==> src/rtl/core/plt_pkg.sv <==
package plt_pkg;

	// Field and register widths
	localparam int SAMPLE_W = 18;
	localparam int MAG_W    = 17;
	localparam int RESULT_W = 17;
	localparam int CFG_W    = 17;
	localparam int IDX_W    = 2;
	localparam int GAMMA_W  = 16;
	localparam int SCALE_W  = 16;

	// Register indexes
	localparam logic [IDX_W-1:0] REG_INVERSE = 2'd0;
	localparam logic [IDX_W-1:0] REG_GAMMA   = 2'd1;
	localparam logic [IDX_W-1:0] REG_SCALE   = 2'd2;
	localparam logic [IDX_W-1:0] REG_MAX     = 2'd3;

	// Register reset values
	localparam logic [GAMMA_W-1:0] GAMMA_RST = 16'd9011;
	localparam logic [SCALE_W-1:0] SCALE_RST = 16'd4096;
	localparam logic [MAG_W-1:0]   MAX_RST   = 17'd32768;

	// Defaults for the top-level parameters
	localparam int FRAC_BITS_DEF  = 15;
	localparam int ITERATIONS_DEF = 16;

	// Q1.30 mantissa, Q4.12 scale and gamma, integer part of a logarithm
	localparam int MANT_W     = 31;
	localparam int SCALE_FRAC = 12;
	localparam int CINT_W     = 7;
	localparam int SHIFT_W    = 5;

	// Square root unit: 64-bit radicand, 32 root bits, four per stage
	localparam int ROOT_W     = 64;
	localparam int ROOT_BITS  = 32;
	localparam int ROOT_STEPS = 4;

	localparam logic [RESULT_W-1:0] RESULT_MAX = '1;

	typedef struct packed {
		logic vld;
		logic inv;
		logic zero;
		logic hi;
		logic lo;
	} plt_ctl_t;

	// Index of the leading one; zero for a zero word
	function automatic logic [SHIFT_W-1:0] msb_index(input logic [MAG_W-1:0] v);
		logic [SHIFT_W-1:0] p;
		p = '0;
		for (int i = 0; i < MAG_W; i++) begin
			if (v[i]) p = SHIFT_W'(i);
		end
		return p;
	endfunction

endpackage

==> src/rtl/core/plt_div_cell.sv <==
module plt_div_cell #(
	parameter int DW = 35,
	parameter int SW = 1
) (
	input  logic                        clk,
	input  logic                        arst_n,
	input  logic                        en,
	input  logic [plt_pkg::GAMMA_W-1:0] divisor,
	input  plt_pkg::plt_ctl_t           ctl_i,
	input  logic [plt_pkg::GAMMA_W-1:0] rem_i,
	input  logic [DW-1:0]               quo_i,
	input  logic [SW-1:0]               side_i,
	output plt_pkg::plt_ctl_t           ctl_o,
	output logic [plt_pkg::GAMMA_W-1:0] rem_o,
	output logic [DW-1:0]               quo_o,
	output logic [SW-1:0]               side_o
);
	import plt_pkg::*;

	logic [GAMMA_W:0]   trial, diff;
	logic               take;
	logic [GAMMA_W-1:0] rem_n;

	// One restoring step: bring in the next dividend bit, subtract when it fits
	always_comb begin
		trial = {rem_i, quo_i[DW-1]};
		diff  = trial - {1'b0, divisor};
		take  = trial >= {1'b0, divisor};
		rem_n = take ? diff[GAMMA_W-1:0] : trial[GAMMA_W-1:0];
	end

	always_ff @(posedge clk or negedge arst_n) begin
		if (!arst_n) begin
			ctl_o <= '0;
		end else if (en) begin
			ctl_o <= ctl_i;
		end
	end

	always_ff @(posedge clk) begin
		if (en) begin
			rem_o  <= rem_n;
			quo_o  <= {quo_i[DW-2:0], take};
			side_o <= side_i;
		end
	end

endmodule

==> config.mk <==
export PLATFORM = sky130hd
export DESIGN_NAME = plt_div_cell
export DESIGN_NICKNAME = d
export VERILOG_FILES = /design/src/rtl/core/plt_pkg.sv /design/src/rtl/core/plt_div_cell.sv
export SDC_FILE = /design/constraint.sdc
export NUM_CORES = 1
export LEC_CHECK = 0
export ABC_AREA = 1
export BUFFER_PORTS_ARGS = -buffer_cell sky130_fd_sc_hd__buf_2
export CELL_PAD_IN_SITES_DETAIL_PLACEMENT = 1
export CELL_PAD_IN_SITES_GLOBAL_PLACEMENT = 1
export CORE_MARGIN = 3
export CORE_UTILIZATION = 37
export CTS_CLUSTER_SIZE = 25
export DETAILED_ROUTE_END_ITERATION = 12
export HOLD_SLACK_MARGIN = 0.03
export PLACE_DENSITY_LB_ADDON = 0.1
export SYNTH_ARGS = -nofsm -noshare
export SYNTH_HDL_FRONTEND = slang
export SYNTH_SLANG_ARGS = --single-unit
==> constraint.sdc <==
create_clock -name clk -period 1.1 [get_ports clk]
set_input_delay 0.055 -clock clk [delete_from_list [all_inputs] [get_ports clk]]
set_output_delay 0.055 -clock clk [all_outputs]
set_load 0.03 [all_outputs]
==> run_results.csv <==
group,metric,value,unit
timing,hold_viol,0,
finish,area_delta_synth_final,79.9,%
worst_setup_path,cp-start-kind,"input port",
route,vias,3992,
floorplan,io_pins,133,
worst_setup_path,cpMostUsedCell,"nand2_1",
worst_setup_path,reg2reg_from,"ctl_o[4]",
run,drv_cap,0,
floorplan,die_w,97.5,µm
pwr,seqPwrFrac,0.334,
synthesis,synthMuxAreaShare,0.0182,
timing,hold-worst-slack,0.0652,ns
worst_setup_path,cp-end-kind,"register",
worst_setup_path,crit_fanout,7,
finish,post-route-util,0.703,
worst_setup_path,critPathRequiredTime,1.20,ns
pwr,ir_drop,0.000796,V
worst_setup_path,path_cells,"buf_2, ha_4, nand2_1, nand2_1, inv_1, nand2_2, nand2_1, nand2_2, nor2_4, nand2_8, buf_6, nand2_2, nand2_1",
run_status,status,"complete, but fails checks",
synthesis,syn_area,0.00310,mm²
timing,fin_ws,-0.502,ns
timing,relSlewSlack,0.743,
worst_setup_path,cp_data_arrival_time,1.70,ns
clock_network,htreeDepth,3,
route,first_pass_iters,5,
synthesis,synth_xor_area_frac,0.0170,
finish,drive_gt1_frac,0.572,
place,portBuffers,132,
run_status,violations,"negative setup slack",
route,drt_iter0_markers,377,
global_routing,antenna_found_initial,2,
floorplan,die_y,97.5,µm
clock_network,worstSkewPairLatency,0.35,ns
pwr,switching_share,0.366,
route,ant_nets,0,
worst_setup_path,path_buf_inv,3,
pwr,clockPowerShare,0.315,
hold_path,hp-start,"quo_i[34]",
synthesis,yosys_warnings,0,
pwr,p_per_area,1470,mW/mm²
synthesis,synth_compound_area_frac,0.0202,
timing,period_needed,1.60,ns
synthesis,syn_area_per_cell,9.36,µm²
clock_network,root_buffer,"clkbuf_8",
clock_network,cts-buffers-inserted,9,
timing,finClkSkew,0,ns
route,wl_per_cell,30.2,µm
synthesis,yosysSeqAreaShare,0.544,
synthesis,syn-num-nets,424,
clock_network,clk_pin_slew_worst_paths,0.08,ns
synthesis,syn-instance-count,331,
route,wl,20500,µm
worst_setup_path,critical-path-top-delay-family,"simple AND/OR/NAND/NOR gates",
floorplan,die_area,0.00951,mm²
timing,maxSlewViolCount,0,
floorplan,initial_utilization,0.391,
floorplan,num_rows,32,
clock_network,cts.sink_count,57,
timing,fin_crit_sh,1.46,
global_routing,grt_pass1_vias,3949,
timing,tightest_slew,0.384,ns
route,viasPerCell,5.89,
pwr,combPwrFrac,0.351,
synthesis,synthSimpleGateAreaFrac,0.244,
place,dp_hpwl,8050,µm
timing,rsz0062_at_grt,"true",
hold_path,hp-class,"in2reg",
worst_setup_path,criticalPathCategory,"in2reg",
timing,setup_viol,17,
worst_setup_path,cp_slowest_cell,"ha_4",
pwr,p_int,5.19,mW
floorplan,placeableCoreArea,0.00793,mm²
clock_network,clk_path_buf_depth,2,
synthesis,yosysTopAreaCellShare,0.504,
global_routing,grt_max_degree,26,
synthesis,synth-seq-cells,57,
route,drc,0,
synthesis,ys_top_cells_by_area,"edfxtp_1 (50%), nand2_1 (13%), inv_1 (7.0%)",
pwr,p_leak,2.69,nW
global_routing,overflow,0,
clock_network,cts_tree,"yes",
worst_setup_path,cp-startpoint,"rem_i[11]",
synthesis,synth_adder_area_share,0.0711,
synthesis,synth_top_family_by_area,"simple AND/OR/NAND/NOR gates",
worst_setup_path,cpPeakStageDelay,0.25,ns
synthesis,synth_top_area_cell,"edfxtp_1",
timing,fmax,624,MHz
pwr,power.switching,3.00,mW
global_routing,grt_usage,0.320,
synthesis,synth.distinct_cells,26,
finish,nets,661,
place,place_congestion,0.863,
global_routing,grt_pass1_wl,23300,µm
layout make-up:
type	instances	area [µm²]
Antenna cell	3	7.51
Clock buffer	10	128
Clock inverter	6	106
Fill cell	861	2350
Inverter	60	248
Multi-Input combinational cell	211	1690
Sequential cell	57	1690
Tap cell	102	128
Timing Repair Buffer	228	1580
Timing Repair inverter	1	8.76
cell usage after synthesis, drive strengths merged:
| cell | instances |
|---|---|
| and2 | 2 |
| or2 | 1 |
| o21bai | 1 |
| nand2 | 122 |
| ha | 16 |
| nand4 | 4 |
| nor2 | 19 |
| xnor2 | 1 |
| nand3 | 19 |
| inv | 60 |
| nor3 | 2 |
| edfxtp | 52 |
| nand3b | 2 |
| dfrtp | 5 |
| a21oi | 9 |
| mux2 | 5 |
| xor2 | 5 |
| o21ai | 2 |
| fa | 1 |
| buf | 3 |
cell families after synthesis:
logic type	count (synthesis)
buffers and inverters	63
multiplexers	5
AND/OR/NAND/NOR	171
AO/OA/AOI/OAI	12
XOR/XNOR	6
adder cells (fa/ha/maj)	17
flip-flops	57
layer usage:
metal,vias to the layer above,track usage,part of all wire
li1,1537,-,-
met3,130,0.0861,0.10
met5,-,0,0
met4,0,0.133,0.074
met1,1919,0.352,0.34
met2,406,0.576,0.48
per-stage QoR:
step                      setup TNS (ns)  std cells  cell area, µm²  setup WS, ns  power, mW
after detailed placement           -9.87        603            4410        -0.663       4.74
after global placement             -9.66        603            4410        -0.651       4.65
after floorplan                    -4.34        331            3330        -0.304       3.93
after CTS                          -2.86        664            5220        -0.202       7.36
final                              -7.44        678            5570        -0.502       8.19
after global routing               -8.36        678            5570        -0.556       8.35
flip-flops by register name, indices dropped and copies added, names as in the netlist:
name and count:
ctl_o 5, rem_o 16, quo_o 35, side_o 1
layout by cell type (no fill, tap or decap), types with 4 or more instances in the layout:
cell,n
dlygate4sd3_1,44
inv_2,13
mux2_2,5
nand2_4,10
clkbuf_8,9
ha_4,16
a21oi_1,5
inv_4,4
nor2_1,9
buf_4,47
xor2_1,4
nand3_4,4
dfrtp_1,5
edfxtp_1,52
nand3_2,8
buf_2,129
nand4_1,4
nor2_2,6
inv_1,42
nand2_1,63
nand2_2,48
nor2_4,4
nand3_1,7
repair_timing:
action	in CTS	in global routing
resized for setup	29	74
endpoints found under the setup margin	17	17
endpoints found under the hold margin	48	1
setup buffers	1	9
gates cloned	1	1
hold buffers	43	1
pin swaps	10	40
power groups by stage:
stage                     clock network (mW)  registers (mW)  logic (mW)
after floorplan                            0            3.18       0.750
after global placement                     0            2.72        1.93
after global routing                    2.64            2.74        2.96
after CTS                               2.41            2.69        2.26
after detailed placement                   0            2.73        2.01
final                                   2.58            2.73        2.88
path summary, 6_finish.rpt:
check                      slack (ns)  cells past startpoint  endpoint
max in group asynchronous        0.83                      2  ctl_o[3]
min reg2reg                      0.54                      1  ctl_o[2]
max reg2reg                      0.29                      1  ctl_o[4]
max                             -0.50                     13  rem_o[3]
min in group asynchronous        0.11                      2  ctl_o[1]
min                              0.07                      3  rem_o[0]
Note: power is estimated with default switching activity, not from simulation.
