<file path="src/rtl/core/plt_pkg.sv">
package plt_pkg;

	// Field and register widths
	localparam int SAMPLE_W = 18;
	localparam int MAG_W    = 17;
	localparam int RESULT_W = 17;
	localparam int CFG_W    = 17;
	localparam int IDX_W    = 2;
	localparam int GAMMA_W  = 16;
	localparam int SCALE_W  = 16;

	// Register indexes
	localparam logic [IDX_W-1:0] REG_INVERSE = 2'd0;
	localparam logic [IDX_W-1:0] REG_GAMMA   = 2'd1;
	localparam logic [IDX_W-1:0] REG_SCALE   = 2'd2;
	localparam logic [IDX_W-1:0] REG_MAX     = 2'd3;

	// Register reset values
	localparam logic [GAMMA_W-1:0] GAMMA_RST = 16'd9011;
	localparam logic [SCALE_W-1:0] SCALE_RST = 16'd4096;
	localparam logic [MAG_W-1:0]   MAX_RST   = 17'd32768;

	// Defaults for the top-level parameters
	localparam int FRAC_BITS_DEF  = 15;
	localparam int ITERATIONS_DEF = 16;

	// Q1.30 mantissa, Q4.12 scale and gamma, integer part of a logarithm
	localparam int MANT_W     = 31;
	localparam int SCALE_FRAC = 12;
	localparam int CINT_W     = 7;
	localparam int SHIFT_W    = 5;

	// Square root unit: 64-bit radicand, 32 root bits, four per stage
	localparam int ROOT_W     = 64;
	localparam int ROOT_BITS  = 32;
	localparam int ROOT_STEPS = 4;

	localparam logic [RESULT_W-1:0] RESULT_MAX = '1;

	typedef struct packed {
		logic vld;
		logic inv;
		logic zero;
		logic hi;
		logic lo;
	} plt_ctl_t;

	// Index of the leading one; zero for a zero word
	function automatic logic [SHIFT_W-1:0] msb_index(input logic [MAG_W-1:0] v);
		logic [SHIFT_W-1:0] p;
		p = '0;
		for (int i = 0; i < MAG_W; i++) begin
			if (v[i]) p = SHIFT_W'(i);
		end
		return p;
	endfunction

endpackage

</file>
<file path="src/rtl/core/plt_log_cell.sv">
module plt_log_cell #(
	parameter int FW = 16,
	parameter int SW = 1
) (
	input  logic                        clk,
	input  logic                        arst_n,
	input  logic                        en,
	input  plt_pkg::plt_ctl_t           ctl_i,
	input  logic [plt_pkg::MANT_W-1:0]  mx_i,
	input  logic [plt_pkg::MANT_W-1:0]  ma_i,
	input  logic [FW-1:0]               fx_i,
	input  logic [FW-1:0]               fa_i,
	input  logic [SW-1:0]               side_i,
	output plt_pkg::plt_ctl_t           ctl_o,
	output logic [plt_pkg::MANT_W-1:0]  mx_o,
	output logic [plt_pkg::MANT_W-1:0]  ma_o,
	output logic [FW-1:0]               fx_o,
	output logic [FW-1:0]               fa_o,
	output logic [SW-1:0]               side_o
);
	import plt_pkg::*;

	logic [2*MANT_W-1:0] sqx, sqa;
	logic [MANT_W:0]     tx, ta;
	logic [MANT_W-1:0]   nx, na;

	// Square both mantissas; a square of two or more yields a one bit and is halved
	always_comb begin
		sqx = mx_i * mx_i;
		sqa = ma_i * ma_i;
		tx  = sqx[2*MANT_W-1:MANT_W-1];
		ta  = sqa[2*MANT_W-1:MANT_W-1];
		nx  = tx[MANT_W] ? tx[MANT_W:1] : tx[MANT_W-1:0];
		na  = ta[MANT_W] ? ta[MANT_W:1] : ta[MANT_W-1:0];
	end

	// Advance control
	always_ff @(posedge clk or negedge arst_n) begin
		if (!arst_n) begin
			ctl_o <= '0;
		end else if (en) begin
			ctl_o <= ctl_i;
		end
	end

	// Advance payload
	always_ff @(posedge clk) begin
		if (en) begin
			mx_o   <= nx;
			ma_o   <= na;
			fx_o   <= {fx_i[FW-2:0], tx[MANT_W]};
			fa_o   <= {fa_i[FW-2:0], ta[MANT_W]};
			side_o <= side_i;
		end
	end

endmodule

</file>
<file path="config.mk">
export PLATFORM = sky130hd
export DESIGN_NAME = plt_log_cell
export DESIGN_NICKNAME = d
export VERILOG_FILES = /design/src/rtl/core/plt_pkg.sv /design/src/rtl/core/plt_log_cell.sv
export SDC_FILE = /design/constraint.sdc
export NUM_CORES = 2
export LEC_CHECK = 0
export ABC_AREA = 1
export BUFFER_PORTS_ARGS = -buffer_cell sky130_fd_sc_hd__buf_4
export CORE_MARGIN = 2
export CORE_UTILIZATION = 40
export CTS_BUF_LIST = sky130_fd_sc_hd__clkbuf_8
export CTS_CLUSTER_DIAMETER = 100
export DETAILED_ROUTE_END_ITERATION = 10
export PLACE_DENSITY = 0.62
export SLEW_MARGIN = 10
export SYNTH_ARGS = -nofsm -noshare
export SYNTH_HDL_FRONTEND = slang
export SYNTH_SLANG_ARGS = --single-unit
export TNS_END_PERCENT = 10
</file>
<file path="constraint.sdc">
create_clock -name clk -period 1.23 [get_ports clk]
set_clock_uncertainty 0.1 [all_clocks]
set_input_delay 0.3075 -clock clk [delete_from_list [all_inputs] [get_ports clk]]
set_output_delay 0.3075 -clock clk [all_outputs]
set_load 0.005 [all_outputs]
</file>
==> run_results.csv <==
group,metric,value,unit
outcome,status,"complete, but fails checks",
worst_setup_path,crit_slowest_cell,"sky130_fd_sc_hd__fa_1",
synthesis,yosysSeqAreaShare,4.820,%
worst_setup_path,ff2ff_path_depth,1,
clock_tree,cts_root_buf,"sky130_fd_sc_hd__clkbuf_8",
worst_setup_path,type_of_element_capturing_the_critical_path,"register",
drt,wl_per_cell,16.51,um
sta,fmaxAchievable,152.1,MHz
global_route,wire_length_of_the_first_global_routing_pass,288300,um
finish,finish.instance_area,79190,um^2
synthesis,post_synth_num_cell_types,39,
worst_setup_path,cp-startpoint,"ma_i[24]",
floorplan,die_area,157600,um^2
drt,dr.first_iter.drc_count,2986,
global_route,number_of_antenna_violations_at_the_first_check_in_global_routing,3,
clock_tree,cts-root-to-sink-buffers,2,
floorplan,die_width,397,um
sta,report.final.setup_viol,164,
worst_setup_path,r2r-end,"ctl_o[3]",
worst_setup_path,cp_startpoint_kind,"input port",
drt,ant_nets,0,
clock_tree,worst_skew_pair.late_latency,0.41,ns
drt,routed_via_density,4.615,
worst_setup_path,critical_path.top_delay_family,"adder cells",
drt,drcViolationCount,0,
worst_setup_path,cpPeakStageDelay,0.54,ns
sta,rsz0062_at_grt,"true",
sta,timing.final.max_slew_violations,0,
clock_tree,cts-buffers-inserted,9,
synthesis,instance_count_of_the_mapped_netlist,7744,
worst_setup_path,setup.reg_to_reg.worst_slack,0.35,ns
finish,most-common-layout-cells,"2554 x sky130_fd_sc_hd__inv_1, 1772 x sky130_fd_sc_hd__nand2_1, 1417 x sky130_fd_sc_hd__fa_1",
finish,post_route_cells_drive_above_1_share,23.04,%
clock_tree,path_clk_slew,0.12,ns
synthesis,synth_seq_cells,100,
worst_setup_path,cp-endpoint,"ma_o[9]",
floorplan,chipHeight,397,um
clock_tree,tritoncts_num_sinks,100,
sta,period_needed,6.576,ns
synthesis,dominant_cells_by_area_after_synthesis,"sky130_fd_sc_hd__fa_1 48%, sky130_fd_sc_hd__inv_1 16%, sky130_fd_sc_hd__nand2_1 13%, sky130_fd_sc_hd__ha_1 11%, sky130_fd_sc_hd__edfxtp_1 4.6%",
placement,placedInstanceArea,73140,um^2
synthesis,synth.largest_area_cell,"sky130_fd_sc_hd__fa_1",
placement,gp_congestion,0.9521,
sta,count_of_final_hold_check_violations,0,
sta,finalHoldWorstSlack,0.1094,ns
worst_setup_path,regToRegStartpoint,"ctl_o[3]",
synthesis,mappedNetlistNets,9875,
drt,via_count_of_the_routed_design,50580,
finish,fin_nets,11040,
worst_setup_path,worst-path-stages,31,
finish,area.growth.synth_to_final,28.18,%
placement,detailedPlacementHpwl,153800,um
synthesis,post_synthesis_instance_area,61780,um^2
synthesis,yosys_warnings,0,
placement,buffer_ports.inserted,200,
sta,least_setup_slack_across_all_paths_after_layout,-5.346,ns
drt,detail_route.first_pass.iterations,5,
worst_setup_path,critical_path_buf_inv_count,11,
drt,wl,180900,um
sta,period_share,534.7,%
worst_setup_path,critPathRequiredTime,1.30,ns
floorplan,floorplan.initialDensity,40.20,%
worst_setup_path,critPathArrivalTime,6.64,ns
worst_setup_path,type_of_the_worst_setup_path,"input port to register",
global_route,gr_util_all_layers,23.05,%
global_route,grt_overflow_total,0,
placement,placement_stage_worst_setup_slack,-6.068,ns
floorplan,floorplan.core_area,153700,um^2
job,max_cap_violation_count,0,
min_path,hp-class,"input port to async pin",
outcome,violated_checks,"negative setup slack",
worst_setup_path,cpMostUsedCell,"sky130_fd_sc_hd__fa_1",
worst_setup_path,path_max_fanout,8,
floorplan,placementRows,144,
global_route,grt_start_max_net_pins,49,
floorplan,pin_count,203,
synthesis,synth_top_area_share,48.41,%
sta,transition_at_the_pin_with_the_smallest_max_transition_slack,0.3883,ns
clock_tree,htree_levels,3,
finish,layout_commonest_cell,"sky130_fd_sc_hd__inv_1",
sta,max-slew-margin-rel,74.06,%
global_route,number_of_global_route_vias_before_repair,55220,
synthesis,avgSynthCellArea,7.978,um^2
clock_tree,tritoncts,"built",
metrics by stage:
step                utilization [%]  TNS [ns]  cells
floorplan                         -   -334.24   7744
global placement              47.59   -378.96  10810
detailed placement            47.59   -379.98  10810
CTS                           49.25   -359.96  10900
global route                  51.53   -371.59  10960
finish                        51.53   -357.41  10960
repair_timing:
item / CTS / global route
endpoints found under the hold margin: 41 / 0
pin swaps: 97 / 287
setup buffers: 33 / 35
resized for setup: 421 / 738
cloned: 6 / 24
endpoints found under the setup margin: 164 / 164
hold buffers: 37 / 0
cells in the mapped netlist (all sizes together):
cell    instances
fa           1494
nand2        2093
ha            534
dfrtp           5
nor4            3
or2             7
a21boi          3
nor3           17
xnor2          22
xor2           39
nand3         131
o21a            1
mux2            5
nor2          216
nand3b          5
o21bai         26
clkbuf        170
edfxtp         95
nand4          24
a31o            4
o21ai          34
a21oi         120
a21o            6
inv          2645
buf            32
and3            5
and2            8
layer usage:
metal	up-vias	track usage [%]	routed length, um
li1	23890	-	-
met4	2	5.561	5063
met1	25170	31.73	79040
met5	-	0.4843	13
met3	254	3.080	10760
met2	1274	38.46	86040
sequential cells by signal, summed over array words and instances, names as in the netlist:
signal / count
fa_o: 16
ctl_o: 5
mx_o: 31
side_o: 1
fx_o: 16
ma_o: 31
layout make-up:
cell class | count | area [um^2]
Clock buffer | 9 | 123.9
Timing Repair Buffer | 1356 | 12720
Antenna cell | 2 | 5.005
Multi-Input combinational cell | 4797 | 50780
Sequential cell | 100 | 2978
Inverter | 2645 | 9938
Tap cell | 2044 | 2557
Clock inverter | 7 | 91.34
Fill cell | 14210 | 74500
cells by family after synthesis:
logic type | Yosys count | share of synthesized area (%)
buffers and inverters | 2847 | 17.41
and+or+nand+nor | 2509 | 15.84
muxes | 5 | 0.09113
DFF | 100 | 4.820
AOI/OAI and AO/OA | 194 | 1.748
adders and majority gates | 2028 | 59.23
xor gates and xnor gates | 61 | 0.8648
worst min-delay path by stage:
stage | start | endpoint
floorplan | arst_n | ctl_o[0]
global placement | arst_n | ctl_o[2]
detailed placement | arst_n | ctl_o[2]
CTS | arst_n | ctl_o[2]
global route | arst_n | ctl_o[3]
finish | arst_n | ctl_o[3]
Power is not shown: default switching activity piles up to over one toggle a cycle in this logic, so the estimate is an artifact.
