===== config.mk =====
export PLATFORM = sky130hd
export DESIGN_NAME = plt_exp_cell
export DESIGN_NICKNAME = d
export VERILOG_FILES = /design/src/rtl/core/plt_pkg.sv /design/src/rtl/core/plt_exp_cell.sv
export SDC_FILE = /design/constraint.sdc
export NUM_CORES = 2
export LEC_CHECK = 0
export BUFFER_PORTS_ARGS = -buffer_cell sky130_fd_sc_hd__buf_4
export CAP_MARGIN = 15
export CORE_ASPECT_RATIO = 0.75
export CORE_MARGIN = 8
export CORE_UTILIZATION = 36
export DETAILED_ROUTE_END_ITERATION = 8
export PLACE_DENSITY_LB_ADDON = 0.3
export SETUP_SLACK_MARGIN = 0.02
export SYNTH_ARGS = -nofsm -noshare
export SYNTH_HDL_FRONTEND = slang
export SYNTH_SLANG_ARGS = --single-unit

===== constraint.sdc =====
create_clock -name clk -period 45.1 [get_ports clk]
set_input_delay 6.765 -clock clk [delete_from_list [all_inputs] [get_ports clk]]
set_output_delay 6.765 -clock clk [all_outputs]
set_load 0.005 [all_outputs]

===== src/rtl/core/plt_pkg.sv =====
package plt_pkg;

	// Field and register widths
	localparam int SAMPLE_W = 18;
	localparam int MAG_W    = 17;
	localparam int RESULT_W = 17;
	localparam int CFG_W    = 17;
	localparam int IDX_W    = 2;
	localparam int GAMMA_W  = 16;
	localparam int SCALE_W  = 16;

	// Register indexes
	localparam logic [IDX_W-1:0] REG_INVERSE = 2'd0;
	localparam logic [IDX_W-1:0] REG_GAMMA   = 2'd1;
	localparam logic [IDX_W-1:0] REG_SCALE   = 2'd2;
	localparam logic [IDX_W-1:0] REG_MAX     = 2'd3;

	// Register reset values
	localparam logic [GAMMA_W-1:0] GAMMA_RST = 16'd9011;
	localparam logic [SCALE_W-1:0] SCALE_RST = 16'd4096;
	localparam logic [MAG_W-1:0]   MAX_RST   = 17'd32768;

	// Defaults for the top-level parameters
	localparam int FRAC_BITS_DEF  = 15;
	localparam int ITERATIONS_DEF = 16;

	// Q1.30 mantissa, Q4.12 scale and gamma, integer part of a logarithm
	localparam int MANT_W     = 31;
	localparam int SCALE_FRAC = 12;
	localparam int CINT_W     = 7;
	localparam int SHIFT_W    = 5;

	// Square root unit: 64-bit radicand, 32 root bits, four per stage
	localparam int ROOT_W     = 64;
	localparam int ROOT_BITS  = 32;
	localparam int ROOT_STEPS = 4;

	localparam logic [RESULT_W-1:0] RESULT_MAX = '1;

	typedef struct packed {
		logic vld;
		logic inv;
		logic zero;
		logic hi;
		logic lo;
	} plt_ctl_t;

	// Index of the leading one; zero for a zero word
	function automatic logic [SHIFT_W-1:0] msb_index(input logic [MAG_W-1:0] v);
		logic [SHIFT_W-1:0] p;
		p = '0;
		for (int i = 0; i < MAG_W; i++) begin
			if (v[i]) p = SHIFT_W'(i);
		end
		return p;
	endfunction

endpackage


===== src/rtl/core/plt_exp_cell.sv =====
module plt_exp_cell #(
	parameter int FW = 16,
	parameter int SW = 1
) (
	input  logic                       clk,
	input  logic                       arst_n,
	input  logic                       en,
	input  plt_pkg::plt_ctl_t          ctl_i,
	input  logic [plt_pkg::MANT_W-1:0] r_i,
	input  logic [FW-1:0]              f_i,
	input  logic [SW-1:0]              side_i,
	output plt_pkg::plt_ctl_t          ctl_o,
	output logic [plt_pkg::MANT_W-1:0] r_o,
	output logic [FW-1:0]              f_o,
	output logic [SW-1:0]              side_o
);
	import plt_pkg::*;

	localparam int NS = ROOT_BITS / ROOT_STEPS;

	logic [MANT_W:0]   r_dbl;
	logic [ROOT_W-1:0] v_in  [NS];
	logic [ROOT_W-1:0] q_in  [NS];
	logic [ROOT_W-1:0] v_nxt [NS];
	logic [ROOT_W-1:0] q_nxt [NS];
	logic [ROOT_W-1:0] v_q   [NS];
	logic [ROOT_W-1:0] q_q   [NS];
	plt_ctl_t          ctl_q [NS];
	logic [FW-1:0]     f_q   [NS];
	logic [SW-1:0]     side_q[NS];

	// Double the mantissa when this fraction bit is set, then take the root of r * 2^30
	always_comb begin
		r_dbl   = f_i[0] ? {r_i, 1'b0} : {1'b0, r_i};
		v_in[0] = {2'b0, r_dbl, 30'b0};
		q_in[0] = '0;
	end

	for (genvar k = 0; k < NS; k++) begin : g_root
		if (k > 0) begin : g_link
			assign v_in[k] = v_q[k-1];
			assign q_in[k] = q_q[k-1];
		end

		// Four digit-by-digit root steps per stage
		always_comb begin
			logic [ROOT_W-1:0] vv, qq, bb;
			vv = v_in[k];
			qq = q_in[k];
			for (int j = 0; j < ROOT_STEPS; j++) begin
				bb = ROOT_W'(1) << (ROOT_W - 2 - 2 * (k * ROOT_STEPS + j));
				if (vv >= qq + bb) begin
					vv = vv - (qq + bb);
					qq = (qq >> 1) + bb;
				end else begin
					qq = qq >> 1;
				end
			end
			v_nxt[k] = vv;
			q_nxt[k] = qq;
		end

		always_ff @(posedge clk or negedge arst_n) begin
			if (!arst_n) begin
				ctl_q[k] <= '0;
			end else if (en) begin
				ctl_q[k] <= (k == 0) ? ctl_i : ctl_q[k-1];
			end
		end

		always_ff @(posedge clk) begin
			if (en) begin
				v_q[k]    <= v_nxt[k];
				q_q[k]    <= q_nxt[k];
				f_q[k]    <= (k == 0) ? (f_i >> 1) : f_q[k-1];
				side_q[k] <= (k == 0) ? side_i : side_q[k-1];
			end
		end
	end

	assign ctl_o  = ctl_q[NS-1];
	assign r_o    = q_q[NS-1][MANT_W-1:0];
	assign f_o    = f_q[NS-1];
	assign side_o = side_q[NS-1];

endmodule


==> impl_results.md <==
- Setup Skew: between 0.06 and 0.07 ns
- Int Pwr: 2.59 mW
- Pre-antenna DRT Iters: 6
- Post-synthesis mux area share: 0.0340
- Post-CTS Resized: 0
- Required @ worst endpoint: 45.47 ns
- Number of synthesized flops with an enable pin: 541
- Wire length per cell: 19.9 um
- Sw power: 2.59 mW
- Die H: 367 um
- Syn-to-layout area delta: 8.61%
- Initial antenna violation count: 3
- Ys async rst share: 0.0688
- First-pass GRT wire length: between 200 and 300 mm
- Initial Util: 0.363
- Post-synth top flop: edfxtp_1
- Synthesized flop and latch total: between 500 and 600
- Worst Tran Pin Value: 1.29 ns
- Combinational power share: 0.716
- Post-CTS Hold Fix Bufs: 0
- Status: complete, no violations
- Max-Cap Viols: 0
- Post-synthesis sequential area ratio: 0.292
- Cts bufs inserted: 66
- Gr usage total: 0.192
- Worst EP arrival: 18.24 ns
- Clk network pwr share: 0.110
- CTS clk-pin slew, worst paths: 0.08 ns
- Max Root-Sink Buffers: 3
- Leakage power: 24.9 nW
- Total Neg Setup Slack: 0 ns
- Layout Nets: 7441
- Most common cell on crit path: a21oi_1
- Sequential share of power: 0.175
- Netlist Area Pre-Place: 0.0590 mm^2
- Clock Root Buffer: clkbuf_16
- Largest delay share family, worst path: compound AO/OA/AOI/OAI gates
- WS Path Type: reg2reg
- Chip Width: 484 um
- Setup crit end kind: register
- Placed inst area: 0.0618 mm^2
- Share of cells above drive strength 1: 0.0797
- Core area: between 0.15 and 0.2 mm^2
- Post-CTS Setup Bufs: 0
- Endpoints failing hold: 0
- Simple-gate share of the synthesized area: 0.222
- Number of global-route vias before repair: 48.9k
- H-tree Lvls: 3
- DR iter-0 viols: ~5.0k
- # IOs: 109
- Area share of fa/ha/maj cells after synthesis: 0.108
- Rows: 128
- Post-synth cell types: about 120
- Worst Setup Start Kind: register
- Routed WL: approximately 180 mm
- Finished Layout Cells: just over 9k
- Final setup fails: 0
- Routed via count: roughly 53k
- Final min period: 17.87 ns
- PnR worst setup slack: 27.23 ns
- Total gr overflow: 0
- # placed instances: 8954
- Setup WS pre-CTS: 27.36 ns
- CP peak stage delay: 0.88 ns
- Gpl congestion: 0.923
- Synth Area per Inst: 8.59 um^2
- Hpwl dp: between 100 and 150 mm
- Syn_nets: 7436
- DRC errors left: 0
- Switching share of power: 0.499
- Gate Count Post-Synth: 6873
- Port Buffers: approximately 110
- Power Density: 80.7 mW/mm^2
- Synth Area in Compound Gates: 0.207
- WP buf/inv: 6
- Die area: 0.177 mm^2
- Slowest cell on the critical path: and3_1
- Worst-path maximum fanout: 29
- FMAX: 56.0 MHz
- CTS tree: done
- Fin. max-slew vios: 0
- Clk_lat worst skew: about 0.70 ns
- Fin crit share: 0.396
- Main combinational cell family by area after synthesis: simple AND/OR/NAND/NOR gates
- Vias per cell: 5.82
- Unrepaired setup endpoints after global routing: false
- Post-DRT Antenna Nets: 0
- Worst Hold Class: reg2reg
- Synth Area in XOR/XNOR: 0.101
- VDD IR max: 0.0793 mV
- Design Area, Final: 0.0641 mm^2
- Synth Warn #: 0
- Worst slew margin: 0.128
- Largest net degree at the start of global routing: ~150
- Clock Sinks: 581
## sequential cells by signal, summed over array words and instances, names as in the netlist
register,cells
ctl_q,35
side_q,8
v_q,277
f_q,120
q_q,136
ctl_o,5
## layer usage
metal | GRT usage | vias up | share of wire
met1 | 0.291 | 25200 | 0.50
met5 | 0 | - | 0
li1 | - | 25700 | -
met3 | 0.0272 | 211 | 0.066
met4 | 0.0402 | 0 | 0.020
met2 | 0.288 | 1718 | 0.41
## worst register-to-register path: cells and delay by family (launching register included)
family                     cells  cell delay [ns]
DFF                            1             0.40
xor gates and xnor gates       1             0.33
muxes                          1             0.47
buffers and inverters          6             1.92
and+or+nand+nor               13             5.62
adders and majority gates      6             1.99
AOI/OAI and AO/OA             31             6.79
## cell usage after synthesis, types with 23 or more instances
master,count,area [um^2]
a211oi_1,52,390
o211ai_1,51,383
mux2_2,125,1410
ha_1,502,6280
a21o_1,227,1700
buf_2,40,200
mux2i_1,44,440
o31a_1,31,272
xnor2_1,424,3710
and3_1,65,407
a2111oi_0,24,210
xor2_1,255,2230
nor4b_1,26,228
nor2b_1,77,482
or4_1,48,360
nor2_1,639,2400
nand3_1,209,1050
buf_4,27,203
o21bai_1,65,488
nand2_1,558,2090
edfxtp_1,541,16200
o21a_1,103,773
nand4_1,106,663
o31ai_1,44,330
nor4_1,110,688
clkbuf_1,110,413
or3_1,99,619
and4_1,23,201
nor3_1,186,931
o21ai_0,367,1840
dfrtp_1,40,1000
or2_2,64,400
inv_1,298,1120
nand2b_1,75,469
and2_1,60,375
a31oi_1,74,463
a21oi_1,575,2880
nand3b_1,30,225
## path summary, 6_finish.rpt
| kind | cells after the start | from | endpoint | slack [ns] |
|---|---|---|---|---|
| worst max-delay path | 58 | q_q[0][238]$_DFFE_PP_ | v_q[4][33]$_DFFE_PP_ | 27.23 |
| worst min-delay path | 0 | f_q[0][41]$_DFFE_PP_ | f_q[0][57]$_DFFE_PP_ | 0.40 |
| worst max register to register | 58 | q_q[0][238]$_DFFE_PP_ | v_q[4][33]$_DFFE_PP_ | 27.23 |
| worst min register to register | 0 | f_q[0][41]$_DFFE_PP_ | f_q[0][57]$_DFFE_PP_ | 0.40 |
| max in group asynchronous | 1 | arst_n | ctl_q[12]$_DFFE_PN0P_ | 38.72 |
| min in group asynchronous | 1 | arst_n | ctl_q[29]$_DFFE_PN0P_ | 6.02 |
## power by group through the flow
stage / combinational (mW) / sequential [mW] / clock (mW)
detailed placement: 3.61 / 0.912 / 0
floorplan: 2.84 / 0.857 / 0
CTS: 3.64 / 0.903 / 0.584
global placement: 3.58 / 0.911 / 0
global route: 4.09 / 0.917 / 0.602
finish: 3.70 / 0.905 / 0.567
## through the flow
step	hold slack (ns)	utilization	power, mW
after CTS	0.404	0.394	5.13
after global routing	0.414	0.394	5.61
after floorplan	0.400	-	3.70
after detailed placement	0.405	0.380	4.52
after global placement	0.400	0.380	4.49
final	0.402	0.395	5.18
## cell type report
class	instances	area [um^2]
sequential	581	17200
timing repair buffer	139	1060
antenna	3	7.51
clock buffer	74	1690
fill	16300	98400
inverter	310	1170
tap	2145	2680
clock inverter	46	577
multi-input combinational	5780	39700
## cells by family (layout without fill, tap and decap cells)
group,count (synthesis),count (layout)
adder cells (fa/ha/maj),507,507
flip-flops,581,581
AO/OA/AOI/OAI,1892,1892
buffers and inverters,512,569
XOR/XNOR,681,681
other,1,4
AND/OR/NAND/NOR,2517,2517
multiplexers,182,182
## placed cells by master, fill, tap and decap left out, types with 103 or more instances in the layout
cell / n
nor2_1: 639
a21oi_1: 575
nand2_1: 558
edfxtp_1: 541
ha_1: 502
xnor2_1: 424
o21ai_0: 367
inv_1: 298
xor2_1: 255
a21o_1: 227
nand3_1: 208
nor3_1: 186
buf_4: 136
mux2_2: 125
nor4_1: 109
nand4_1: 106
o21a_1: 103
Power figures use the tool's default switching activity.
